===== src/sv/sbr_pkg.sv =====
// shared types and constants of the sbus frame receiver
`timescale 1ns / 1ps
package sbr_pkg;

	localparam int FRAME_LEN = 25;
	localparam int NUM_CH    = 16;
	localparam int CH_W      = 11;
	localparam int IDX_W     = 4;
	localparam int ADDR_W    = 5;
	localparam int BUF_W     = 18;   // up to ten leftover bits plus one byte
	localparam int NBITS_W   = 5;

	localparam logic [ADDR_W-1:0] FIRST_DATA_POS = 5'd1;
	localparam logic [ADDR_W-1:0] FLAG_POS       = 5'd23;
	localparam logic [ADDR_W-1:0] END_POS        = 5'd24;
	localparam logic [IDX_W-1:0]  LAST_CH        = 4'd15;
	localparam logic [7:0]        IDLE_MAX       = 8'hFF;

	// configuration register indexes
	localparam logic [1:0] REG_START_BYTE    = 2'd0;
	localparam logic [1:0] REG_END_BYTE      = 2'd1;
	localparam logic [1:0] REG_GAP_TICKS     = 2'd2;
	localparam logic [1:0] REG_FAILSAFE_MASK = 2'd3;

	// reset values
	localparam logic [7:0] START_BYTE_RST    = 8'h0F;
	localparam logic [7:0] END_BYTE_RST      = 8'h00;
	localparam logic [7:0] GAP_TICKS_RST     = 8'd3;
	localparam logic [7:0] FAILSAFE_MASK_RST = 8'h0C;

	// input item kinds
	localparam logic CMD_BYTE = 1'b0;
	localparam logic CMD_TICK = 1'b1;

	typedef struct packed {
		logic [7:0] start_byte;
		logic [7:0] end_byte;
		logic [7:0] gap_ticks;
		logic [7:0] failsafe_mask;
	} cfg_t;

	// handed from the assembler to the unpacker when a good frame is complete
	typedef struct packed {
		logic       go;
		logic [7:0] flags;
		logic       failsafe;
	} frame_t;

	typedef struct packed {
		logic [IDX_W-1:0] channel_index;
		logic [CH_W-1:0]  channel_value;
		logic [7:0]       flags;
		logic             failsafe;
		logic             last;
	} result_t;

endpackage


===== src/sv/sbus_frame_receiver.sv =====
// top level of the sbus frame receiver
//
//  channel  dir  handshake           payload
//  s_*      in   s_tvalid/s_tready   tuser: cmd, tdata: rx_byte
//  m_*      out  m_tvalid/m_tready   tdata: index/value/flags/failsafe, tlast: last
//  cfg_*    in   cfg_we              cfg_index selects register, cfg_data value
//
// a byte or tick item is taken while no frame is waiting for or being unpacked
// the byte that closes a good frame starts the unpacker: 22 reads of the
// frame ram at one read port, each a read state then a shift state, and an
// output state for each channel that waits for m_tready, 16 results in all
// input stays stalled from the closing byte until the channel 15 item is taken
// reset is asynchronous; the frame ram is not cleared, a frame only reads bytes
// written in that same frame
`timescale 1ns / 1ps
module sbus_frame_receiver (
	input  logic        clk,
	input  logic        arst_n,
	// received items
	input  logic        s_tvalid,
	output logic        s_tready,
	input  logic        s_tuser,   // [0] cmd
	input  logic [7:0]  s_tdata,   // [7:0] rx_byte
	// channel results
	output logic        m_tvalid,
	input  logic        m_tready,
	output logic [23:0] m_tdata,   // [3:0] channel_index, [14:4] channel_value,
	                               // [22:15] flags, [23] failsafe
	output logic        m_tlast,   // last
	// register writes
	input  logic        cfg_we,
	input  logic [1:0]  cfg_index,
	input  logic [7:0]  cfg_data
);

	sbr_pkg::cfg_t    cfg_q;
	sbr_pkg::frame_t  frame;
	sbr_pkg::result_t result;

	logic                       unp_busy;
	logic                       ram_we;
	logic [sbr_pkg::ADDR_W-1:0] ram_waddr;
	logic [7:0]                 ram_wdata;
	logic                       ram_re;
	logic [sbr_pkg::ADDR_W-1:0] ram_raddr;
	logic [7:0]                 ram_rdata;

	// configuration registers
	always_ff @(posedge clk or negedge arst_n) begin
		if (!arst_n) begin
			cfg_q.start_byte    <= sbr_pkg::START_BYTE_RST;
			cfg_q.end_byte      <= sbr_pkg::END_BYTE_RST;
			cfg_q.gap_ticks     <= sbr_pkg::GAP_TICKS_RST;
			cfg_q.failsafe_mask <= sbr_pkg::FAILSAFE_MASK_RST;
		end else if (cfg_we) begin
			unique case (cfg_index)
				sbr_pkg::REG_START_BYTE:    cfg_q.start_byte    <= cfg_data;
				sbr_pkg::REG_END_BYTE:      cfg_q.end_byte      <= cfg_data;
				sbr_pkg::REG_GAP_TICKS:     cfg_q.gap_ticks     <= cfg_data;
				sbr_pkg::REG_FAILSAFE_MASK: cfg_q.failsafe_mask <= cfg_data;
				default: begin
				end
			endcase
		end
	end

	// byte/tick intake, writes bytes into the frame ram
	sbr_assembler u_asm (
		.clk       (clk),
		.arst_n    (arst_n),
		.s_tvalid  (s_tvalid),
		.s_tready  (s_tready),
		.s_tuser   (s_tuser),
		.s_tdata   (s_tdata),
		.cfg       (cfg_q),
		.unp_busy  (unp_busy),
		.ram_we    (ram_we),
		.ram_waddr (ram_waddr),
		.ram_wdata (ram_wdata),
		.frame     (frame)
	);

	// one 8-bit entry per frame position
	sbr_ram #(
		.WIDTH (8),
		.DEPTH (sbr_pkg::FRAME_LEN)
	) u_ram (
		.clk   (clk),
		.we    (ram_we),
		.waddr (ram_waddr),
		.wdata (ram_wdata),
		.re    (ram_re),
		.raddr (ram_raddr),
		.rdata (ram_rdata)
	);

	// walks the stored channel bytes and emits one item per channel
	sbr_unpacker u_unp (
		.clk       (clk),
		.arst_n    (arst_n),
		.frame     (frame),
		.busy      (unp_busy),
		.ram_re    (ram_re),
		.ram_raddr (ram_raddr),
		.ram_rdata (ram_rdata),
		.m_valid   (m_tvalid),
		.m_ready   (m_tready),
		.result    (result)
	);

	// pack the result item, first field lowest
	assign m_tdata = {result.failsafe, result.flags, result.channel_value,
		result.channel_index};
	assign m_tlast = result.last;

endmodule


===== src/sv/sbr_ram.sv =====
// generic simple dual-port ram with registered read
`timescale 1ns / 1ps
module sbr_ram #(
	parameter int WIDTH = 8,
	parameter int DEPTH = 32
) (
	input  logic                     clk,
	input  logic                     we,
	input  logic [$clog2(DEPTH)-1:0] waddr,
	input  logic [WIDTH-1:0]         wdata,
	input  logic                     re,
	input  logic [$clog2(DEPTH)-1:0] raddr,
	output logic [WIDTH-1:0]         rdata
);

	logic [WIDTH-1:0] mem_q [DEPTH];

	always_ff @(posedge clk) begin
		if (we) begin
			mem_q[waddr] <= wdata;
		end
		if (re) begin
			rdata <= mem_q[raddr];
		end
	end

endmodule


===== src/sv/sbr_assembler.sv =====
// byte and tick handling, frame storage writes and frame check
`timescale 1ns / 1ps
module sbr_assembler (
	input  logic                      clk,
	input  logic                      arst_n,
	input  logic                      s_tvalid,
	output logic                      s_tready,
	input  logic                      s_tuser,
	input  logic [7:0]                s_tdata,
	input  sbr_pkg::cfg_t             cfg,
	input  logic                      unp_busy,
	output logic                      ram_we,
	output logic [sbr_pkg::ADDR_W-1:0] ram_waddr,
	output logic [7:0]                ram_wdata,
	output sbr_pkg::frame_t           frame
);

	logic [sbr_pkg::ADDR_W-1:0] cnt_q;
	logic [7:0]                 idle_q;
	logic [7:0]                 byte0_q;
	logic [7:0]                 flags_q;
	sbr_pkg::frame_t            frame_q;

	logic                       acc;
	logic                       is_byte;
	logic [sbr_pkg::ADDR_W-1:0] cnt_eff;
	logic                       store;
	logic                       complete;
	logic                       frame_ok;

	assign s_tready = !unp_busy && !frame_q.go;
	assign acc      = s_tvalid && s_tready;
	assign is_byte  = (s_tuser == sbr_pkg::CMD_BYTE);

	always_comb begin
		// a long gap drops any partial frame
		if (cnt_q != '0 && idle_q > cfg.gap_ticks) begin
			cnt_eff = '0;
		end else begin
			cnt_eff = cnt_q;
		end
		store    = acc && is_byte && (cnt_eff != '0 || s_tdata == cfg.start_byte);
		complete = store && (cnt_eff == sbr_pkg::END_POS);
		// closing byte of a frame with the right start and end bytes
		frame_ok = complete && byte0_q == cfg.start_byte && s_tdata == cfg.end_byte;
	end

	assign ram_we    = store;
	assign ram_waddr = cnt_eff;
	assign ram_wdata = s_tdata;
	assign frame     = frame_q;

	always_ff @(posedge clk or negedge arst_n) begin
		if (!arst_n) begin
			cnt_q    <= '0;
			idle_q   <= '0;
			frame_q  <= '0;
		end else begin
			frame_q.go <= frame_ok;
			if (acc) begin
				if (!is_byte) begin
					if (idle_q != sbr_pkg::IDLE_MAX) begin
						idle_q <= idle_q + 8'd1;
					end
				end else begin
					idle_q <= '0;
					if (!store || complete) begin
						cnt_q <= '0;
					end else begin
						cnt_q <= cnt_eff + sbr_pkg::ADDR_W'(1);
					end
					if (frame_ok) begin
						frame_q.flags    <= flags_q;
						frame_q.failsafe <= (flags_q & cfg.failsafe_mask) != 8'h00;
					end
				end
			end
		end
	end

	// copies of the start and flags bytes for the frame check
	always_ff @(posedge clk) begin
		if (store && cnt_eff == '0) begin
			byte0_q <= s_tdata;
		end
		if (store && cnt_eff == sbr_pkg::FLAG_POS) begin
			flags_q <= s_tdata;
		end
	end

endmodule


===== src/sv/sbr_unpacker.sv =====
// reads a stored frame byte by byte and slices out the channel values
`timescale 1ns / 1ps
module sbr_unpacker (
	input  logic                       clk,
	input  logic                       arst_n,
	input  sbr_pkg::frame_t            frame,
	output logic                       busy,
	output logic                       ram_re,
	output logic [sbr_pkg::ADDR_W-1:0] ram_raddr,
	input  logic [7:0]                 ram_rdata,
	output logic                       m_valid,
	input  logic                       m_ready,
	output sbr_pkg::result_t           result
);

	typedef enum logic [1:0] {
		S_IDLE,
		S_READ,
		S_SHIFT,
		S_OUT
	} state_t;

	state_t                        state_q;
	logic [sbr_pkg::ADDR_W-1:0]    addr_q;
	logic [sbr_pkg::IDX_W-1:0]     ch_q;
	logic [sbr_pkg::BUF_W-1:0]     buf_q;
	logic [sbr_pkg::NBITS_W-1:0]   nbits_q;
	logic [sbr_pkg::CH_W-1:0]      value_q;
	logic [7:0]                    flags_q;
	logic                          fs_q;

	logic [sbr_pkg::BUF_W-1:0]     acc_buf;
	logic [sbr_pkg::NBITS_W-1:0]   acc_nbits;

	// append the new byte above the bits already held, lsb first
	always_comb begin
		acc_buf   = buf_q | ({{(sbr_pkg::BUF_W-8){1'b0}}, ram_rdata} << nbits_q);
		acc_nbits = nbits_q + sbr_pkg::NBITS_W'(8);
	end

	assign busy      = (state_q != S_IDLE);
	assign ram_re    = (state_q == S_READ);
	assign ram_raddr = addr_q;
	assign m_valid   = (state_q == S_OUT);

	assign result.channel_index = ch_q;
	assign result.channel_value = value_q;
	assign result.flags         = flags_q;
	assign result.failsafe      = fs_q;
	assign result.last          = (ch_q == sbr_pkg::LAST_CH);

	always_ff @(posedge clk or negedge arst_n) begin
		if (!arst_n) begin
			state_q <= S_IDLE;
			addr_q  <= '0;
			ch_q    <= '0;
			buf_q   <= '0;
			nbits_q <= '0;
			value_q <= '0;
			flags_q <= '0;
			fs_q    <= 1'b0;
		end else begin
			unique case (state_q)
				S_IDLE: begin
					if (frame.go) begin
						state_q <= S_READ;
						addr_q  <= sbr_pkg::FIRST_DATA_POS;
						ch_q    <= '0;
						buf_q   <= '0;
						nbits_q <= '0;
						flags_q <= frame.flags;
						fs_q    <= frame.failsafe;
					end
				end
				S_READ: begin
					state_q <= S_SHIFT;
				end
				S_SHIFT: begin
					addr_q <= addr_q + sbr_pkg::ADDR_W'(1);
					if (acc_nbits >= sbr_pkg::NBITS_W'(sbr_pkg::CH_W)) begin
						value_q <= acc_buf[sbr_pkg::CH_W-1:0];
						buf_q   <= acc_buf >> sbr_pkg::CH_W;
						nbits_q <= acc_nbits - sbr_pkg::NBITS_W'(sbr_pkg::CH_W);
						state_q <= S_OUT;
					end else begin
						buf_q   <= acc_buf;
						nbits_q <= acc_nbits;
						state_q <= S_READ;
					end
				end
				S_OUT: begin
					if (m_ready) begin
						if (ch_q == sbr_pkg::LAST_CH) begin
							state_q <= S_IDLE;
						end else begin
							ch_q    <= ch_q + sbr_pkg::IDX_W'(1);
							state_q <= S_READ;
						end
					end
				end
				default: begin
					state_q <= S_IDLE;
				end
			endcase
		end
	end

endmodule


===== config.mk =====
export PLATFORM = sky130hd
export DESIGN_NAME = sbus_frame_receiver
export DESIGN_NICKNAME = d
export VERILOG_FILES = /design/src/sv/sbr_pkg.sv /design/src/sv/sbus_frame_receiver.sv /design/src/sv/sbr_ram.sv /design/src/sv/sbr_assembler.sv /design/src/sv/sbr_unpacker.sv
export SDC_FILE = /design/constraint.sdc
export NUM_CORES = 1
export LEC_CHECK = 0
export BUFFER_PORTS_ARGS = -buffer_cell sky130_fd_sc_hd__clkbuf_2
export CORE_MARGIN = 3
export CORE_UTILIZATION = 50
export CTS_CLUSTER_DIAMETER = 200
export DETAILED_ROUTE_END_ITERATION = 8
export PLACE_DENSITY_LB_ADDON = 0.2
export SLEW_MARGIN = 20
export SYNTH_ARGS = -nofsm -noshare
export SYNTH_HDL_FRONTEND = slang
export SYNTH_SLANG_ARGS = --single-unit

===== constraint.sdc =====
create_clock -name clk -period 9.6 [get_ports clk]
set_input_delay 0.96 -clock clk [delete_from_list [all_inputs] [get_ports clk]]
set_output_delay 0.96 -clock clk [all_outputs]
set_load 0.02 [all_outputs]

======== Word-level counts from Yosys, hierarchy flattened ========
Memory sizes are Yosys's and may differ from the RTL's. A register that Yosys moved wholly into a read port is not among the register bits.
Index checks and enable logic that the tools add are counted.
word-level totals
  output and inout bits ................... 27
  memories ................................ 1
  bits of input ports ..................... 24
  RAM bits ................................ 200
  bits in registers ....................... 125
memory list
  name         depth  bits a word  rd ports  clocked after memory_dff  write ports  line           text
  u_ram.mem_q  25     8            1         1                         1            sbr_ram.sv:16  logic [WIDTH-1:0] mem_q [DEPTH];
cells by class
  reductions and logical operators ........ 36
  magnitude comparators ................... 2
  bitwise logic cells ..................... 3
  eq/ne operators ......................... 17
  add/sub/neg operators ................... 6
  shifts and indexed selects .............. 1
  mux-type cells .......................... 23
operator list
  operator                                                        count
  18-bit 2-to-1 mux                                               2
  18-bit one-hot mux with 2 select lines                          1
  5-bit 2-to-1 mux                                                5
  8-bit == test                                                   3
  5-bit one-hot mux with 2 select lines                           2
  2-bit AND reduction                                             10
  18-bit OR                                                       1
  8-bit by 5-bit << shifter with 18-bit output                    1
  8-bit 2-to-1 mux                                                2
  4-bit 2-to-1 mux                                                3
  5-bit by 1-bit adder with 5-bit output (second input constant)  2
  5-bit == test (second input constant)                           2
  1-bit logical AND                                               10
  5-bit nonzero test                                              2
  8-bit by 1-bit adder with 8-bit output (second input constant)  1
  8-bit AND                                                       1
  2-bit == test (second input constant)                           4
  8-bit greater-than comparator                                   1
  8-bit != test (second input constant)                           1
  2-bit one-hot mux with 4 select lines                           1
  4-bit one-hot mux with 2 select lines                           1
  8-bit nonzero test                                              1
  2-bit 2-to-1 mux                                                3
  2-bit nonzero test                                              3
  other kinds (16)                                                25

======== Longest topological paths before layout ========
  depth after elaboration ................. 10
  depth in mapped cells ................... 15

======== Hierarchy ========
A second synthesis with hierarchy kept.
second synthesis, totals
  cell total of the unflattened synthesis .. 1065
  area, all modules ....................... 14682.8 um^2
modules (own cells, without submodules)
  module               cells each  sequential area each (um^2)  times used  area each (um^2)
  sbr_ram              460         6246.0                       1           8176.6
  sbr_unpacker         326         1351.3                       1           2972.9
  sbr_assembler        211         1056.0                       1           2311.0
  sbus_frame_receiver  68          810.8                        1           1222.4

======== Least setup slack after synthesis ========
Ideal clock, no wire load.
  path kind ............................... register -> register
  start ................................... reg u_asm.idle_q[5]
  end ..................................... mem u_ram.mem_q[12][0], enable pin
  setup time .............................. 0.395 ns
  stages on the path, launching flop included .. 13
  buffers on the path ..................... 1
  slack ................................... 5.593 ns
  arrival ................................. 3.612 ns
  path through ............................ dfrtp_1 > ha_1 > a211oi_1 > nor2_1 > o311ai_0 > and2_1 > inv_1 > ha_1 > inv_1 > a311oi_1 > a211o_1 > clkbuf_1 > nor4_1
on the way
  longest elaborated chain between the ends .. 8
ends and longest elaborated chain
  what                                    line                 text
  start: declaration                      sbr_assembler.sv:19  logic [7:0] idle_q;
  start signal: assignment                sbr_assembler.sv:63  idle_q <= idle_q + 8'd1;
  8-bit greater-than comparator (*)       sbr_assembler.sv:37  if (cnt_q != '0 && idle_q > cfg.gap_ticks) begin
  1-bit logical AND (*)                   sbr_assembler.sv:37
  5-bit 2-to-1 mux (*)                    sbr_assembler.sv:37
  5-bit nonzero test                      sbr_assembler.sv:42  store = acc && is_byte && (cnt_eff != '0 || s_tdata == cfg.start_byte);
  1-bit logical OR                        sbr_assembler.sv:42
  1-bit logical AND                       sbr_assembler.sv:42
  1-bit 2-to-1 mux                        sbr_ram.sv:19        if (we) begin
  1-bit 2-to-1 mux (implied by the code)  sbr_ram.sv:20        mem_q[waddr] <= wdata;
  end: declaration                        sbr_ram.sv:16
Mark *: on every way between the ends. The rest lies on a longest branch, timed or not.

======== Worst setup path after layout ========
  start ................................... reg u_asm.idle_q[5]
  end ..................................... mem u_ram.mem_q[7][6], enable pin
The elaborated chain is that of the path after synthesis.

==> results_dict.tcl <==
set metrics [dict create \
    firstDrtPassIters 5 \
    via_count 7950 \
    synthMuxAreaShare_pct 15.8 \
    syn_nets 967 \
    status "complete, no violations" \
    synth-simple-area-share_pct 7.98 \
    postCtsSetupBuffers 0 \
    power.density_nw_per_um2 271 \
    grt_pass1_vias 8398 \
    critical_path.top_delay_family "compound AO/OA/AOI/OAI gates" \
    ant_nets 0 \
    drv_cap 0 \
    grt_max_degree 68 \
    ys.flop_type "edfxtp_1" \
    antenna_found_initial 1 \
    fin_worst_skew_ns 0.0363 \
    synth_seq_cells 333 \
    grt_usage_pct 20.1 \
    gr-total-overflow 0 \
    synth_top_family_by_area "multiplexers" \
    drc 0 \
    layout_common_cells "edfxtp_1, dfrtp_1, nand2_1" \
    design.portCount 51 \
    vdd_drop_max_uv 132 \
    worstSetupPathType "reg2reg" \
    syn_inst 926 \
    synth_fa_ha_area_share_pct 1.49 \
    synth_cell_type_count 59 \
    synth_xor_area_share_pct 1.84 \
    cts_tree "yes" \
    r2r_slack_ns 5.35 \
    max_freq_mhz 236 \
    io_buffers 50 \
    vias_per_cell 5.70 \
    tightest_slew_ns 1.06 \
    clock_sinks 333 \
    grt_pass1_wl_mm 48.0 \
    synth_compound_area_share_pct 5.03 \
    slew_viol_final 0 \
    clock_path_buffers 3 \
    holdWs_ns 0.428 \
    critical_path.cell_chain "ha_1 > a211oi_1 > nor2_1 > o311ai_0 > and2_1 > inv_1 > ha_1 > inv_1 > a311oi_1 > a211o_1 > nor3_2" \
    insertion_delay_ns 0.52 \
    fin_nets 1029 \
    drive_above_1_share_pct 27.4 \
    rsz0062_at_grt "false" \
    cts_resized 0 \
    drt_wl_total_mm 30.0 \
    root_buffer "clkbuf_16" \
    synthArstFlopShare_pct 32.7 \
    die_w_microns 175 \
    hold_violations 0 \
    core-area_sq_um 28000 \
    synth.avg_cell_area_sq_um 15.4 \
    wl_per_cell_microns 21.5 \
    layout_commonest_cell "edfxtp_1" \
    fin_crit_ns 4.25 \
    worstPathMaxFanout 12 \
    ys_seq_area_share_pct 66.2 \
    slowest_stage "o311ai_0" \
    path_buf_inv 2 \
    critPathCaptureType "register" \
    setup_viol 0 \
    syn_area_sq_um 14300 \
    worst_setup_path_start_kind "register" \
    drt_iter0_markers 642 \
    antenna_cells 0 \
    die-area_sq_um 30700 \
    num_rows 61 \
    synth_edf_count 224 \
    max_stage_delay_ns 0.70 \
    place_congestion 0.823 \
    max-slew-margin-rel_pct 28.5 \
    ys.warnings.count 0 \
    cts_made_buffers 36 \
    required_ns 9.72 \
    hp-class "in2async" \
    arrival_ns 4.37 \
    fin_crit_sh_pct 44.2 \
    area_growth_pct 13.6 \
    start_util_pct 51.1 \
    clk_pin_slew_ns 0.06 \
    hold_buffers 0 \
    leakagePower_nw 6.01 \
    h-tree-depth 2 \
    fin_tns_setup_ns 0 \
    fp.dieH_microns 175 \
    dp_hpwl_mm 19.2 \
]
logic make-up (layout without fill, tap and decap cells):
logic type | count (synthesis) | after routing
AO/OA/AOI/OAI | 115 | 115
XOR/XNOR | 30 | 30
adder cells (fa/ha/maj) | 17 | 17
buffers and inverters | 60 | 150
flip-flops | 333 | 333
multiplexers | 139 | 139
AND/OR/NAND/NOR | 232 | 232
layer usage:
metal  part of all wire, %  wire length, microns  vias up  global-route usage [%]
met1                    43                 13000     4061                    27.1
met3                   3.8                  1130       50                    3.17
met4                   2.1                   622        2                    5.45
met2                    51                 15200      163                    34.1
li1                      -                     -     3674                       -
met5                 0.040                    12        -                       0
worst paths after layout:
kind | end | depth (start not counted) | start
min in group clk | u_unp.value_q[10]$_DFFE_PN0P_ | 2 | u_unp.value_q[10]$_DFFE_PN0P_
min reg2reg | u_unp.value_q[10]$_DFFE_PN0P_ | 2 | u_unp.value_q[10]$_DFFE_PN0P_
max in group asynchronous | cfg_q[22]$_DFFE_PN0P_ | 2 | arst_n
max reg2reg | u_ram.mem_q[7][6]$_DFFE_PP_ | 11 | u_asm.idle_q[5]$_DFFE_PN0P_
min | u_unp.value_q[9]$_DFFE_PN0P_ | 1 | arst_n
max | u_ram.mem_q[7][6]$_DFFE_PP_ | 11 | u_asm.idle_q[5]$_DFFE_PN0P_
cells in the mapped netlist, types with 4 or more instances:
master    instances  area, sq um
a21oi_1          34          170
a22o_1            4         35.0
a22oi_1           5         37.5
and2_1           14         87.6
and4_1            5         43.8
buf_1             6         22.5
clkbuf_1         33          124
dfrtp_1         101         2530
dfstp_2           8          210
edfxtp_1        224         6730
ha_1             17          213
inv_1            17         63.8
mux2_2           62          698
mux2_4            9          135
mux2i_1           8         80.1
mux4_2           60         1350
nand2_1          83          312
nand2b_1          8         50.1
nand3_1          14         70.1
nand3b_1          5         37.5
nand4_1           7         43.8
nor2_1           44          165
nor2b_1           6         37.5
nor3_1           18         90.1
nor4_1           12         75.1
o21ai_0          41          205
o31ai_1           5         37.5
xor2_1           27          236
where the power goes:
group | switching [mW] | total (mW) | internal, mW
Sequential | 0.168 | 1.85 | 1.69
Combinational | 0.630 | 1.19 | 0.558
Clock | 0.541 | 1.37 | 0.827
worst reg2reg max path, delay by kind of cell, from the launching register on:
kind                       cells  cell delay, ns
AOI/OAI and AO/OA              4            1.53
and+or+nand+nor                3            1.12
adders and majority gates      2            0.57
DFF                            1            0.42
buffers and inverters          2            0.22
through the flow:
stage                     setup slack [ns]  instance area (sq um)  instances  utilization (%)  total power [mW]
after floorplan                       5.59                  14300        926                -              2.73
after global placement                5.31                  15000       1327             53.5              3.05
after detailed placement              5.04                  15000       1327             53.6              3.07
after CTS                             5.02                  16200       1393             57.8              4.44
after global routing                  4.92                  16200       1394             58.0              4.65
final                                 5.35                  16200       1394             58.0              4.41
sequential cells by signal (all words and copies together) (netlist names), 8 cells and up:
| register | flops |
|---|---|
| cfg_q | 32 |
| u_asm.byte0_q | 8 |
| u_asm.flags_q | 8 |
| u_asm.frame | 10 |
| u_asm.idle_q | 8 |
| u_ram.mem_q | 200 |
| u_ram.rdata | 8 |
| u_unp.buf_q | 18 |
| u_unp.flags_q | 8 |
| u_unp.value_q | 11 |
area by class of cell:
cell class | instances | area, sq um
Inverter | 17 | 63.8
Multi-Input combinational cell | 533 | 4660
Clock buffer | 54 | 1030
Clock inverter | 12 | 149
Timing Repair Buffer | 67 | 400
Tap cell | 378 | 473
Fill cell | 2204 | 11800
Sequential cell | 333 | 9470
(Power assumes the default switching activity.)
